<file path="src/rtl/msx_pkg.sv">
// Shared types, opcode constants and the instruction decoder for the MIPS subset executor.
// Used by msx_front, msx_back and mips_subset_executor_top; no dependencies.
package msx_pkg;

  localparam int unsigned DMEM_WORDS = 1024;
  localparam int unsigned DMEM_AW    = $clog2(DMEM_WORDS);
  localparam logic [31:0] START_PC_RESET = 32'h0040_0000;

  localparam logic [5:0] OPC_RTYPE = 6'b000000;
  localparam logic [5:0] OPC_J     = 6'b000010;
  localparam logic [5:0] OPC_JAL   = 6'b000011;
  localparam logic [5:0] OPC_BEQ   = 6'b000100;
  localparam logic [5:0] OPC_BNE   = 6'b000101;
  localparam logic [5:0] OPC_ADDI  = 6'b001000;
  localparam logic [5:0] OPC_ADDIU = 6'b001001;
  localparam logic [5:0] OPC_SLTI  = 6'b001010;
  localparam logic [5:0] OPC_SLTIU = 6'b001011;
  localparam logic [5:0] OPC_ANDI  = 6'b001100;
  localparam logic [5:0] OPC_ORI   = 6'b001101;
  localparam logic [5:0] OPC_LUI   = 6'b001111;
  localparam logic [5:0] OPC_LW    = 6'b100011;
  localparam logic [5:0] OPC_SW    = 6'b101011;

  localparam logic [5:0] FN_SLL  = 6'b000000;
  localparam logic [5:0] FN_SRL  = 6'b000010;
  localparam logic [5:0] FN_JR   = 6'b001000;
  localparam logic [5:0] FN_ADD  = 6'b100000;
  localparam logic [5:0] FN_ADDU = 6'b100001;
  localparam logic [5:0] FN_SUB  = 6'b100010;
  localparam logic [5:0] FN_SUBU = 6'b100011;
  localparam logic [5:0] FN_AND  = 6'b100100;
  localparam logic [5:0] FN_OR   = 6'b100101;
  localparam logic [5:0] FN_NOR  = 6'b100111;
  localparam logic [5:0] FN_SLT  = 6'b101010;
  localparam logic [5:0] FN_SLTU = 6'b101011;

  localparam logic [4:0] REG_RA = 5'd31;

  typedef enum logic [4:0] {
    OP_ADD, OP_SUB, OP_AND, OP_OR, OP_NOR, OP_SLT, OP_SLTU, OP_SLL, OP_SRL,
    OP_JR, OP_LUI, OP_LW, OP_SW, OP_BEQ, OP_BNE, OP_J, OP_JAL, OP_ILL
  } op_t;

  typedef struct packed {
    op_t         op;
    logic [4:0]  rs;
    logic [4:0]  rt;
    logic [4:0]  dst;
    logic        wr;
    logic        use_imm;
    logic [31:0] imm;
    logic [4:0]  shamt;
    logic [25:0] tgt;
  } dec_t;

  typedef struct packed {
    logic pop;
    logic busy;
  } bk_ctl_t;

  function automatic dec_t decode(input logic [31:0] iw);
    dec_t d;
    logic [5:0] opc;
    logic [5:0] fn;
    logic [31:0] simm;
    logic [31:0] zimm;
    opc  = iw[31:26];
    fn   = iw[5:0];
    simm = {{16{iw[15]}}, iw[15:0]};
    zimm = {16'h0000, iw[15:0]};
    d.op      = OP_ILL;
    d.rs      = iw[25:21];
    d.rt      = iw[20:16];
    d.dst     = iw[20:16];
    d.wr      = 1'b0;
    d.use_imm = 1'b1;
    d.imm     = simm;
    d.shamt   = iw[10:6];
    d.tgt     = iw[25:0];
    case (opc)
      OPC_RTYPE: begin
        d.dst     = iw[15:11];
        d.use_imm = 1'b0;
        d.wr      = 1'b1;
        case (fn)
          FN_ADD, FN_ADDU: d.op = OP_ADD;
          FN_SUB, FN_SUBU: d.op = OP_SUB;
          FN_AND:          d.op = OP_AND;
          FN_OR:           d.op = OP_OR;
          FN_NOR:          d.op = OP_NOR;
          FN_SLT:          d.op = OP_SLT;
          FN_SLTU:         d.op = OP_SLTU;
          FN_SLL:          d.op = OP_SLL;
          FN_SRL:          d.op = OP_SRL;
          FN_JR: begin
            d.op = OP_JR;
            d.wr = 1'b0;
          end
          default: begin
            d.op = OP_ILL;
            d.wr = 1'b0;
          end
        endcase
      end
      OPC_ADDI, OPC_ADDIU: begin
        d.op = OP_ADD;
        d.wr = 1'b1;
      end
      OPC_ANDI: begin
        d.op  = OP_AND;
        d.imm = zimm;
        d.wr  = 1'b1;
      end
      OPC_ORI: begin
        d.op  = OP_OR;
        d.imm = zimm;
        d.wr  = 1'b1;
      end
      OPC_SLTI: begin
        d.op = OP_SLT;
        d.wr = 1'b1;
      end
      OPC_SLTIU: begin
        d.op = OP_SLTU;
        d.wr = 1'b1;
      end
      OPC_LUI: begin
        d.op  = OP_LUI;
        d.imm = {iw[15:0], 16'h0000};
        d.wr  = 1'b1;
      end
      OPC_LW: begin
        d.op = OP_LW;
        d.wr = 1'b1;
      end
      OPC_SW:  d.op = OP_SW;
      OPC_BEQ: d.op = OP_BEQ;
      OPC_BNE: d.op = OP_BNE;
      OPC_J:   d.op = OP_J;
      OPC_JAL: begin
        d.op  = OP_JAL;
        d.dst = REG_RA;
        d.wr  = 1'b1;
      end
      default: d.op = OP_ILL;
    endcase
    // register zero is never written
    if (d.dst == 5'd0) begin
      d.wr = 1'b0;
    end
    return d;
  endfunction

endpackage

</file>
<file path="src/rtl/msx_front.sv">
// Front end: accepts instruction beats, decodes them and queues them for the back end.
// Depends on msx_pkg (decode, dec_t, bk_ctl_t).
module msx_front import msx_pkg::*; (
  input  logic        clk,
  input  logic        rst_n,
  input  logic        in_valid,
  output logic        in_stall,
  input  logic [31:0] in_instruction_word,
  input  bk_ctl_t     bk_ctl,
  output logic        head_valid,
  output dec_t        head
);

  dec_t       q_r [2];
  logic       wr_ptr_r, wr_ptr_nxt;
  logic       rd_ptr_r, rd_ptr_nxt;
  logic [1:0] cnt_r, cnt_nxt;
  logic       push;
  logic       pop;

  assign in_stall   = bk_ctl.busy || (cnt_r == 2'd2);
  assign push       = in_valid && !in_stall;
  assign pop        = bk_ctl.pop && (cnt_r != 2'd0);
  assign head_valid = (cnt_r != 2'd0);
  assign head       = q_r[rd_ptr_r];

  always_comb begin
    wr_ptr_nxt = push ? ~wr_ptr_r : wr_ptr_r;
    rd_ptr_nxt = pop ? ~rd_ptr_r : rd_ptr_r;
    cnt_nxt    = cnt_r + 2'(push) - 2'(pop);
  end

  always_ff @(posedge clk) begin
    if (!rst_n) begin
      wr_ptr_r <= 1'b0;
      rd_ptr_r <= 1'b0;
      cnt_r    <= 2'd0;
    end else begin
      wr_ptr_r <= wr_ptr_nxt;
      rd_ptr_r <= rd_ptr_nxt;
      cnt_r    <= cnt_nxt;
    end
  end

  always_ff @(posedge clk) begin
    if (push) begin
      q_r[wr_ptr_r] <= decode(in_instruction_word);
    end
  end

endmodule

</file>
<file path="config.mk">
export PLATFORM = sky130hd
export DESIGN_NAME = msx_front
export DESIGN_NICKNAME = d
export VERILOG_FILES = /design/src/rtl/msx_pkg.sv /design/src/rtl/msx_front.sv
export SDC_FILE = /design/constraint.sdc
export NUM_CORES = 1
export LEC_CHECK = 0
export BUFFER_PORTS_ARGS = -buffer_cell sky130_fd_sc_hd__buf_2
export CAP_MARGIN = 10
export CELL_PAD_IN_SITES_DETAIL_PLACEMENT = 2
export CELL_PAD_IN_SITES_GLOBAL_PLACEMENT = 2
export CORE_MARGIN = 2
export CORE_UTILIZATION = 42
export CTS_CLUSTER_SIZE = 8
export DETAILED_ROUTE_END_ITERATION = 10
export PLACE_DENSITY_LB_ADDON = 0.1
export SLEW_MARGIN = 20
export SYNTH_ARGS = -nofsm -noshare
export SYNTH_HDL_FRONTEND = slang
export SYNTH_SLANG_ARGS = --single-unit
</file>
<file path="constraint.sdc">
create_clock -name clk -period 9.9 [get_ports clk]
set_input_delay 0.99 -clock clk [delete_from_list [all_inputs] [get_ports clk]]
set_output_delay 0.99 -clock clk [all_outputs]
set_load 0.05 [all_outputs]
</file>
==> results of run 1 <==
-- sequential cells by signal, summed over array words and instances (netlist names), named ones only --
name,cells
cnt_r,2
q_r,140
rd_ptr_r,1
wr_ptr_r,1
-- cell usage after synthesis (4+ instances only) --
library cell    n
a21o_1         16
a21oi_1        10
and2_1          4
buf_4          15
clkbuf_1       19
dfxtp_1         5
edfxtp_1      140
inv_1           8
mux2_2         70
nand2_1        10
nand2b_1        4
nor2_1         10
nor2b_1        19
nor3_1          4
o21ai_0         8
xnor2_1         4
-- tightest hold or removal path: cells and delay by family, from the launching register on --
| kind | cells | cell delay, ns |
|---|---|---|
| flip-flops | 1 | 0.34 |
| AND/OR/NAND/NOR | 1 | 0.06 |
| XOR/XNOR | 1 | 0.17 |
-- cells by family (layout without fill, tap and decap cells) --
group | Yosys count | after routing | share of synthesized area
DFF | 145 | 145 | 0.690
muxes | 73 | 73 | 0.131
and+or+nand+nor | 72 | 72 | 0.0674
AOI/OAI and AO/OA | 54 | 54 | 0.0599
buffers and inverters | 48 | 165 | 0.0409
xor gates and xnor gates | 5 | 5 | 0.00702
adders and majority gates | 2 | 2 | 0.00401
-- layout make-up --
type	count	area, um2	share of cell area
repair buffers	126	638	0.0855
multi-input cells	206	1710	0.229
inverters	8	30.0	0.00402
flip-flops and latches	145	4310	0.577
clock buffers	20	437	0.0585
clock inverters	11	116	0.0156
well taps	184	230	0.0308
-- per-layer routing --
metal	routed length, um	global-route usage	up-vias
met1	6460	0.257	1901
met5	0	0	-
li1	-	-	1704
met2	7870	0.341	91
met4	146	0.0524	0
met3	595	0.0540	15
-- path summary, 6_finish.rpt --
kind / start / to / slack (ns) / cells past startpoint
worst min register to register: rd_ptr_r$_SDFFE_PN0P_ / flip-flop / 0.61 / 2
worst min-delay path: rd_ptr_r$_SDFFE_PN0P_ / flip-flop / 0.61 / 2
worst max register to register: cnt_r[0]$_SDFF_PN0_ / q_r[0][30]$_DFFE_PP_ / 7.75 / 4
worst max-delay path: flip-flop / head[24] / 6.80 / 2
-- power by group --
group	internal, mW	switching (mW)
Clock	0.366	0.240
Combinational	0.175	0.454
Sequential	0.728	0.0532
Total	1.27	0.747
-- stage by stage --
stage	utilization	std cells	power [mW]	setup WS (ns)	hold slack, ns
floorplan	-	399	1.30	5.14	0.504
global placement	0.476	669	1.41	7.13	0.521
detailed placement	0.476	669	1.43	7.08	0.562
CTS	0.514	700	2.04	6.74	0.608
global route	0.514	700	2.09	6.67	0.642
finish	0.514	700	2.02	6.80	0.614
==> summary.md, run 1 <==
| Metric | Value |
|---|---|
| Fin crit share | `0.313` |
| Most frequent cells in the layout | `edfxtp_1, buf_2, mux2_2` |
| Outcome | `complete, no violations` |
| Post-CTS Setup Bufs | `0` |
| Slew headroom | `0.323` |
| Wire per inst | `21.5 um` |
| Post-detail-place hpwl | `9.52 mm` |
| Maximum buffer depth of the clock tree | `2` |
| Row count | `44` |
| DIE AREA | `15900 um2` |
| Arrival time at the worst endpoint | `2.11 ns` |
| RSZ-0062 raised after global routing | `no` |
| Die W | `126 um` |
| Share of cells above drive strength 1 | `0.452` |
| Final RePlAce weighted congestion | `0.763` |
| Worst setup path class | `reg -> out` |
| Fill cells | `1409` |
| Clock root buffer | `clkbuf_16` |
| Final Hold Viols | `0` |
| GRT Util Overall | `0.201` |
| Worst endpoint required time | `8.91 ns` |
| PwrDens | `270 nW/um2` |
| Static leakage | `2.77 nW` |
| Post-CTS sizing | `0` |
| Antenna violations before repair | `0` |
| Synth top area cells | `edfxtp_1, mux2_2, a21o_1` |
| Most common cell after layout, fill and taps aside | `edfxtp_1` |
| Post-synthesis sequential area ratio | `0.690` |
| CP Max Fanout | `70` |
| Top Ports | `124` |
| Synth warn | `0` |
| Mean Syn Cell Area | `15.6 um2` |
| CP cell instances | `mux2_2, buf_2` |
| Slew Viols, Final | `0` |
| Hold Path Class | `reg -> reg` |
| Max VDD drop | `0.133 mV` |
| Ys async rst share | `0` |
| Period minus WS final | `3.10 ns` |
| Hold buffers post-CTS | `0` |
| Mapped Area | `6240 um2` |
| PortBufs | `123` |
| Area Growth Syn to Fin | `19.6%` |
| Final Cell Area | `7470 um2` |
| Core ar. | `14500 um2` |
| Vias in the first global route | `4117` |
| Clock slew at the register clock pins of the worst setup and hold paths | `0.06 ns` |
| Clock skew | `0.00523 ns` |
| Number of synthesized flops with an enable pin | `140` |
| Fmax | `323 MHz` |
| DRT iter0 DRCs | `187` |
| Final setup fails | `0` |
| Ant. Diodes | `0` |
| Crit end category | `output pin` |
| Cell taking the most area after synthesis | `edfxtp_1` |
| Nets | `543` |
| Worst-Skew Late Latency | `0.42 ns` |
| Syn nets | `438` |
| TritonCTS buffer count | `17` |
| Via density | `5.30` |
| Top-area cell type share of the netlist area | `0.674` |
| Startpoint Class | `flip-flop` |
| CP top delay family | `flip-flops` |
| Initial Utilization | `0.429` |
| Synth Register Bits | `145` |
| Placed cell area | `6910 um2` |
| CTS tree | `done` |
| Total clock sinks | `145` |
| Largest net degree at the start of global routing | `72` |
| First-pass GRT wire length | `24.0 mm` |
| Slowest stage delay, CP | `1.00 ns` |
| Post-synth cell types | `50` |
| Max-cap violation count | `0` |
| Crit-path slowest cell | `dfxtp_4` |
| Mapped Cells | `399` |
| Top FF cell, synth | `edfxtp_1` |
| Grt ovf | `0` |
| Buf/Inv on CP | `1` |
| Pre-Repair DR Iteration Count | `4` |
| Maximum level of the CTS H-tree | `4` |
| Worst Tran Pin Value | `1.02 ns` |
| Detailed-route DRC error count | `0` |
| Setup TNS | `0 ns` |
| Chip Height | `126 um` |
| DRT Wirelength | `15.1 mm` |
| Via count | `3711` |
| Routed Antenna Nets | `0` |
Note: power is estimated with default switching activity, not from simulation.
==> inputs of run 2 (changes only) <==
--- a/config.mk
+++ b/config.mk
@@ -10,7 +10,7 @@
 export CELL_PAD_IN_SITES_DETAIL_PLACEMENT = 2
 export CELL_PAD_IN_SITES_GLOBAL_PLACEMENT = 2
 export CORE_MARGIN = 2
-export CORE_UTILIZATION = 42
+export CORE_UTILIZATION = 39
 export CTS_CLUSTER_SIZE = 8
 export DETAILED_ROUTE_END_ITERATION = 10
 export PLACE_DENSITY_LB_ADDON = 0.1
==> constraint.sdc (replaced) <==
create_clock -name clk -period 3.1 [get_ports clk]
set_input_delay 0.31 -clock clk [delete_from_list [all_inputs] [get_ports clk]]
set_output_delay 0.31 -clock clk [all_outputs]
set_load 0.05 [all_outputs]
==> summary.md, run 2 (synthesis gave the netlist of run 1 again) <==
| Metric | Value |
|---|---|
| Largest net degree at the start of global routing | `46 (-36%)` |
| DRT Wirelength | `14.6 mm (-3.2%)` |
| Area taken by multi-input logic gates | `1710 um2 (unchanged)` |
| First-pass GRT wire length | `22.9 mm (-4.4%)` |
| Worst endpoint required time | `2.79 ns (-6.12 ns)` |
| Die W | `131 um (+3.7%)` |
| Sequential cell area | `4310 um2 (unchanged)` |
| Post-CTS Setup Bufs | `0 (unchanged)` |
| Initial Utilization | `0.396 (-0.0337)` |
| DIE AREA | `17000 um2 (+7.4%)` |
| Final Hold Viols | `0 (unchanged)` |
| Arrival time at the worst endpoint | `1.95 ns (-0.16 ns)` |
| Crit end category | `output pin` |
| Max-cap violation count | `0 (unchanged)` |
| Row count | `46 (+4.5%)` |
| Post-CTS sizing | `0 (unchanged)` |
| Fill cells | `1555 (+10%)` |
| Fin crit share | `0.729` |
| Nets | `547 (+0.74%)` |
| GRT Util Overall | `0.181 (-0.0193)` |
| CTS tree | `done` |
| Via count | `3687 (-0.65%)` |
| Share of cells above drive strength 1 | `0.464 (+0.0129)` |
| Core ar. | `15800 um2 (+8.5%)` |
| Worst-Skew Late Latency | `0.42 ns (about the same)` |
| Outcome | `complete, no violations` |
| Worst setup path class | `reg -> out` |
| Ant. Diodes | `0 (unchanged)` |
| Launching point of the worst reg2reg path | `cnt_r[0]$_SDFF_PN0_` |
| Setup TNS | `0 ns (unchanged)` |
| Most common cell after layout, fill and taps aside | `edfxtp_1` |
| Top Ports | `124 (unchanged)` |
| Slew Viols, Final | `0 (unchanged)` |
| Worst r2r path cells | `8 (+4)` |
| Final RePlAce weighted congestion | `0.752 (-1.5%)` |
| Most frequent cells in the layout | `edfxtp_1, buf_2, mux2_2` |
| Via density | `5.00 (-5.6%)` |
| Max VDD drop | `0.412 mV (+210%)` |
| Startpoint Class | `flip-flop` |
| RSZ-0062 raised after global routing | `no` |
| DRT iter0 DRCs | `154 (-18%)` |
| Worst Tran Pin Value | `0.826 ns (-0.189 ns)` |
| Area Growth Syn to Fin | `22.0%` |
| Post-detail-place hpwl | `9.49 mm (-0.40%)` |
| Max reg flops | `140 (unchanged)` |
| PwrDens | `872 nW/um2 (+220%)` |
| Detailed-route DRC error count | `0 (unchanged)` |
| Final setup fails | `0 (unchanged)` |
| Worst setup path endpoint | `head[42]` |
| Fin Hold WS | `0.0765 ns (-0.538 ns)` |
| Clock skew | `0.00906 ns (+0.00383 ns)` |
| Routed Antenna Nets | `0 (unchanged)` |
| Fmax | `442 MHz` |
| Antenna violations before repair | `0 (unchanged)` |
| Wire per inst | `19.8 um (-8.0%)` |
| Period minus WS final | `2.26 ns` |
| Clock slew at the register clock pins of the worst setup and hold paths | `0.06 ns (about the same)` |
| TritonCTS buffer count | `17 (unchanged)` |
| CP Max Fanout | `45 (-36%)` |
| Biggest register | `q_r` |
| Hold buffers post-CTS | `0 (unchanged)` |
| Grt ovf | `0 (unchanged)` |
| Maximum level of the CTS H-tree | `4 (unchanged)` |
| Hold Path Class | `in -> reg` |
| Static leakage | `2.83 nW (+2.0%)` |
| Maximum buffer depth of the clock tree | `2 (unchanged)` |
| Chip Height | `131 um (+3.7%)` |
| Clock root buffer | `clkbuf_16` |
| Slew headroom | `0.447 (+0.123)` |
| Critical register-to-register path endpoint | `cnt_r[1]$_SDFF_PN0_` |
| Pre-Repair DR Iteration Count | `4 (unchanged)` |
| Total clock sinks | `145 (unchanged)` |
| Reg2reg setup slack | `1.19 ns (-6.56 ns)` |
| Vias in the first global route | `4103 (-0.34%)` |
| PortBufs | `123 (unchanged)` |
| Largest regs | `q_r x140, cnt_r x2` |
## run 2: changes by cell type in the layout (fill, tap and decap cells not counted), sizes merged
cell | before | now
clkinvlp | 3 | 4
inv | 8 | 9
buf | 126 | 130
bufinv | 2 | 4
clkinv | 6 | 4
clkbuf | 20 | 19
## run 2: layout make-up
class                      instances  area share
clock buffer                      19      0.0568
clock inverter                    13      0.0245
inverter                           8     0.00394
multi-input combinational        206       0.224
sequential                       145       0.566
tap                              216      0.0355
timing repair buffer             130      0.0894
## run 2: power by group
group	total [mW]	internal [mW]	switching, mW	leakage (nW)
Sequential	2.41	2.32	0.0890	1.32
Combinational	2.10	0.572	1.52	1.22
Clock	2.14	1.35	0.789	0.290
## run 2: worst max-delay path: stages (launching register included)
cell,delay [ns]
dfxtp_4,0.59
buf_12,0.31
mux2_2,0.38
buf_2,0.21
## run 2: how the worst min path moves through the flow
| stage | from | end | slack, ns | cells after the start |
|---|---|---|---|---|
| floorplan | in_instruction_word[0] | q_r[0][0]$_DFFE_PP_ | 0.41 | 0 |
| global placement | in_instruction_word[22] | q_r[1][76]$_DFFE_PP_ | 0.50 | 1 |
| detailed placement | in_instruction_word[24] | q_r[1][78]$_DFFE_PP_ | 0.50 | 1 |
| CTS | in_instruction_word[24] | q_r[0][78]$_DFFE_PP_ | 0.05 | 1 |
| global route | in_instruction_word[24] | q_r[1][78]$_DFFE_PP_ | 0.06 | 1 |
| finish | in_instruction_word[24] | q_r[0][78]$_DFFE_PP_ | 0.08 | 1 |
## run 2: metrics by stage
| stage | util | power, mW | cells | instance area [um2] | setup slack, ns |
|---|---|---|---|---|---|
| 2_1_floorplan | - | 4.14 | 399 | 6250 | 0.113 |
| 3_3_place_gp | 0.444 | 4.54 | 705 | 7000 | 1.07 |
| 3_5_place_dp | 0.444 | 4.58 | 705 | 7000 | 1.03 |
| 4_1_cts | 0.483 | 6.74 | 737 | 7620 | 0.774 |
| 5_1_grt | 0.483 | 6.90 | 737 | 7620 | 0.722 |
| 6_report | 0.483 | 6.64 | 737 | 7620 | 0.839 |
## run 2: routing by layer
metal | vias up | GRT usage | part of all wire
met2 | 81 | 0.320 | 0.52
met3 | 13 | 0.0399 | 0.037
met5 | - | 0 | 0
li1 | 1709 | - | -
met1 | 1884 | 0.221 | 0.43
met4 | 0 | 0.0620 | 0.011
==> inputs of run 3 (changes only) <==
==> constraint.sdc (replaced) <==
create_clock -name clk -period 2.1 [get_ports clk]
set_input_delay 0.21 -clock clk [delete_from_list [all_inputs] [get_ports clk]]
set_output_delay 0.21 -clock clk [all_outputs]
set_load 0.05 [all_outputs]
==> summary.md, run 3 (synthesis gave the netlist of run 1 again) <==
| Metric | Value |
|---|---|
| Final RePlAce weighted congestion | `0.789 (+4.9%)` |
| Top Ports | `124 (unchanged)` |
| Clock share of power | `0.323 (about the same)` |
| Worst r2r path cells | `8 (unchanged)` |
| Pre-Repair DR Iteration Count | `4 (unchanged)` |
| Crit end category | `output pin` |
| Maximum level of the CTS H-tree | `4 (unchanged)` |
| Detailed-route DRC error count | `0 (unchanged)` |
| Initial Utilization | `0.396 (unchanged)` |
| Grt ovf | `0 (unchanged)` |
| Worst Tran Pin Value | `0.765 ns (-0.0609 ns)` |
| First-pass GRT wire length | `23.0 mm (+0.51%)` |
| Fill cells | `1543 (-0.77%)` |
| Switch share | `0.366 (+0.00439)` |
| Final setup fails | `0 (unchanged)` |
| RSZ-0062 raised after global routing | `no` |
| Slew headroom | `0.488 (+0.0408)` |
| Ant. Diodes | `0 (unchanged)` |
| Hold Path Class | `in -> reg` |
| Vias in the first global route | `4016 (-2.1%)` |
| Worst-Skew Late Latency | `0.42 ns (about the same)` |
| Clock skew | `0.00746 ns (-0.00160 ns)` |
| Min-delay src | `in_instruction_word[7]` |
| Critical register-to-register path endpoint | `cnt_r[1]$_SDFF_PN0_` |
| Met3 GRT Util | `0.0436 (+0.00366)` |
| DRT iter0 DRCs | `118 (-23%)` |
| DRT Wirelength | `15.1 mm (+3.3%)` |
| Internal power | `6.33 mW (+49%)` |
| TritonCTS buffer count | `17 (unchanged)` |
| Clock slew at the register clock pins of the worst setup and hold paths | `0.06 ns (about the same)` |
| Setup TNS | `0 ns (unchanged)` |
| Net Switching | `3.65 mW (+52%)` |
| Largest net degree at the start of global routing | `56 (+22%)` |
| Core ar. | `15800 um2 (unchanged)` |
| CTS tree | `done` |
| Post-Place Worst Slack | `0.173 ns (-0.854 ns)` |
| Biggest register | `q_r` |
| Area Growth Syn to Fin | `24.6%` |
| Maximum buffer depth of the clock tree | `2 (unchanged)` |
| Fmax | `495 MHz` |
| Static leakage | `2.90 nW (+2.6%)` |
| Pwr Total | `9.98 mW (+50%)` |
| DP Cell Count | `709 (+0.57%)` |
| Via count | `3744 (+1.5%)` |
| GR Util met1 | `0.237 (+0.0160)` |
| PortBufs | `123 (unchanged)` |
| WHS Path Cells | `1 (unchanged)` |
| GRT Util Overall | `0.185 (+0.00340)` |
| Routed Antenna Nets | `0 (unchanged)` |
| Most common cell after layout, fill and taps aside | `edfxtp_1` |
| Share of cells above drive strength 1 | `0.475 (+0.0102)` |
| Clock root buffer | `clkbuf_16` |
| Reg2reg setup slack | `0.24 ns (-0.95 ns)` |
| Final setup margin | `0.0808 ns (-0.758 ns)` |
| Period minus WS final | `2.02 ns` |
| Busiest grt layer | `met2` |
| Launching point of the worst reg2reg path | `cnt_r[1]$_SDFF_PN0_` |
| Die W | `131 um (unchanged)` |
| Worst endpoint required time | `1.89 ns (-0.90 ns)` |
| Hold Path Sink | `q_r[1][27]$_DFFE_PP_` |
| Row count | `46 (unchanged)` |
| Final Hold Viols | `0 (unchanged)` |
| Max-cap violation count | `0 (unchanged)` |
| Outcome | `complete, no violations` |
| Worst setup path class | `reg -> out` |
| Combinational share of power | `0.322 (+0.007)` |
| Slowest stage delay, CP | `0.51 ns (-0.08 ns)` |
| Slew Viols, Final | `0 (unchanged)` |
| Grt met2 use | `0.311 (-0.00827)` |
| Arrival time at the worst endpoint | `1.81 ns (-0.14 ns)` |
| Max VDD drop | `0.948 mV (+130%)` |
| Wire per inst | `20.1 um (+1.7%)` |
| Post-Layout Cell Count | `749 (+1.6%)` |
| Most frequent cells in the layout | `edfxtp_1, buf_2, mux2_2` |
| Fin crit share | `0.962` |
| Post-detail-place hpwl | `9.71 mm (+2.4%)` |
| Nets | `559 (+2.2%)` |
| Sequential power share | `0.355 (-0.008)` |
| Via density | `5.00 (about the same)` |
| Antenna violations before repair | `0 (unchanged)` |
| DIE AREA | `17000 um2 (unchanged)` |
| Chip Height | `131 um (unchanged)` |
| PwrDens | `1280 nW/um2 (+47%)` |
| Largest regs | `q_r x140, cnt_r x2` |
| Max reg flops | `140 (unchanged)` |
| CP Max Fanout | `14 (-69%)` |
| Total clock sinks | `145 (unchanged)` |
| Crit-path slowest cell | `dfxtp_4` |
| CP cell instances | `buf_4, mux2_2, buf_2` |
| Startpoint Class | `flip-flop` |
## run 3: cell count changes in the layout (fill, tap and decap cells not counted), moves of 2 or more
cell           previous run  this run
buf_12                    1         3
buf_4                     6         8
clkbuf_1                  2         0
clkinv_4                  2         5
dfxtp_1                   4         2
dfxtp_2                   0         2
dlygate4sd3_1             0         7
## run 3: power by group through the flow
stage / logic [mW] / registers, mW / clock network (mW)
6_report: 3.22 / 3.54 / 3.22
5_1_grt: 3.38 / 3.57 / 3.40
4_1_cts: 3.26 / 3.55 / 3.29
3_5_place_dp: 3.19 / 3.63 / 0
3_3_place_gp: 3.13 / 3.61 / 0
2_1_floorplan: 2.59 / 3.53 / 0
## run 3: cell type report
cell class	instances	area, um2	area share
multi-input cells	206	1720	0.221
clock inverters	15	209	0.0269
well taps	216	270	0.0347
clock buffers	17	425	0.0547
repair buffers	142	817	0.105
flip-flops and latches	145	4310	0.554
inverters	8	30.0	0.00386
## run 3: layer usage
| metal | part of all wire | wire (um) | vias up |
|---|---|---|---|
| met5 | 0 | 0 | - |
| met4 | 0.011 | 166 | 0 |
| met3 | 0.036 | 541 | 10 |
| met2 | 0.51 | 7730 | 84 |
| met1 | 0.44 | 6650 | 1922 |
| li1 | - | - | 1728 |
## run 3: critical path, delay by kind of cell (launching register included)
family	cells	cell delay [ns]
buffers and inverters	2	0.50
DFF	1	0.51
muxes	1	0.37
## run 3: worst max path at each step
stage                             from              endpoint  slack [ns]
2_1_floorplan      cnt_r[0]$_SDFF_PN0_   q_r[0][0]$_DFFE_PP_       -0.09
3_3_place_gp   in_instruction_word[30]  q_r[0][64]$_DFFE_PP_        0.22
3_5_place_dp   in_instruction_word[30]  q_r[0][64]$_DFFE_PP_        0.17
4_1_cts                      flip-flop              head[27]        0.04
5_1_grt                      flip-flop               head[7]       0.005
6_report                     flip-flop               head[7]        0.08
## run 3: timing repair
action                                 4_1_cts  5_1_grt
endpoints found under the hold margin       14        0
resized for setup                            0        0
setup buffers                                1        0
setup endpoints to repair                   30        0
hold buffers                                 7        0
## run 3: metrics by stage
stage | utilization | hold WS, ns | area [um2]
2_1_floorplan | - | 0.309 | 6270
3_5_place_dp | 0.448 | 0.402 | 7060
3_3_place_gp | 0.448 | 0.398 | 7060
4_1_cts | 0.493 | 0.00614 | 7780
6_report | 0.493 | 0.0203 | 7780
5_1_grt | 0.493 | 0.0106 | 7780
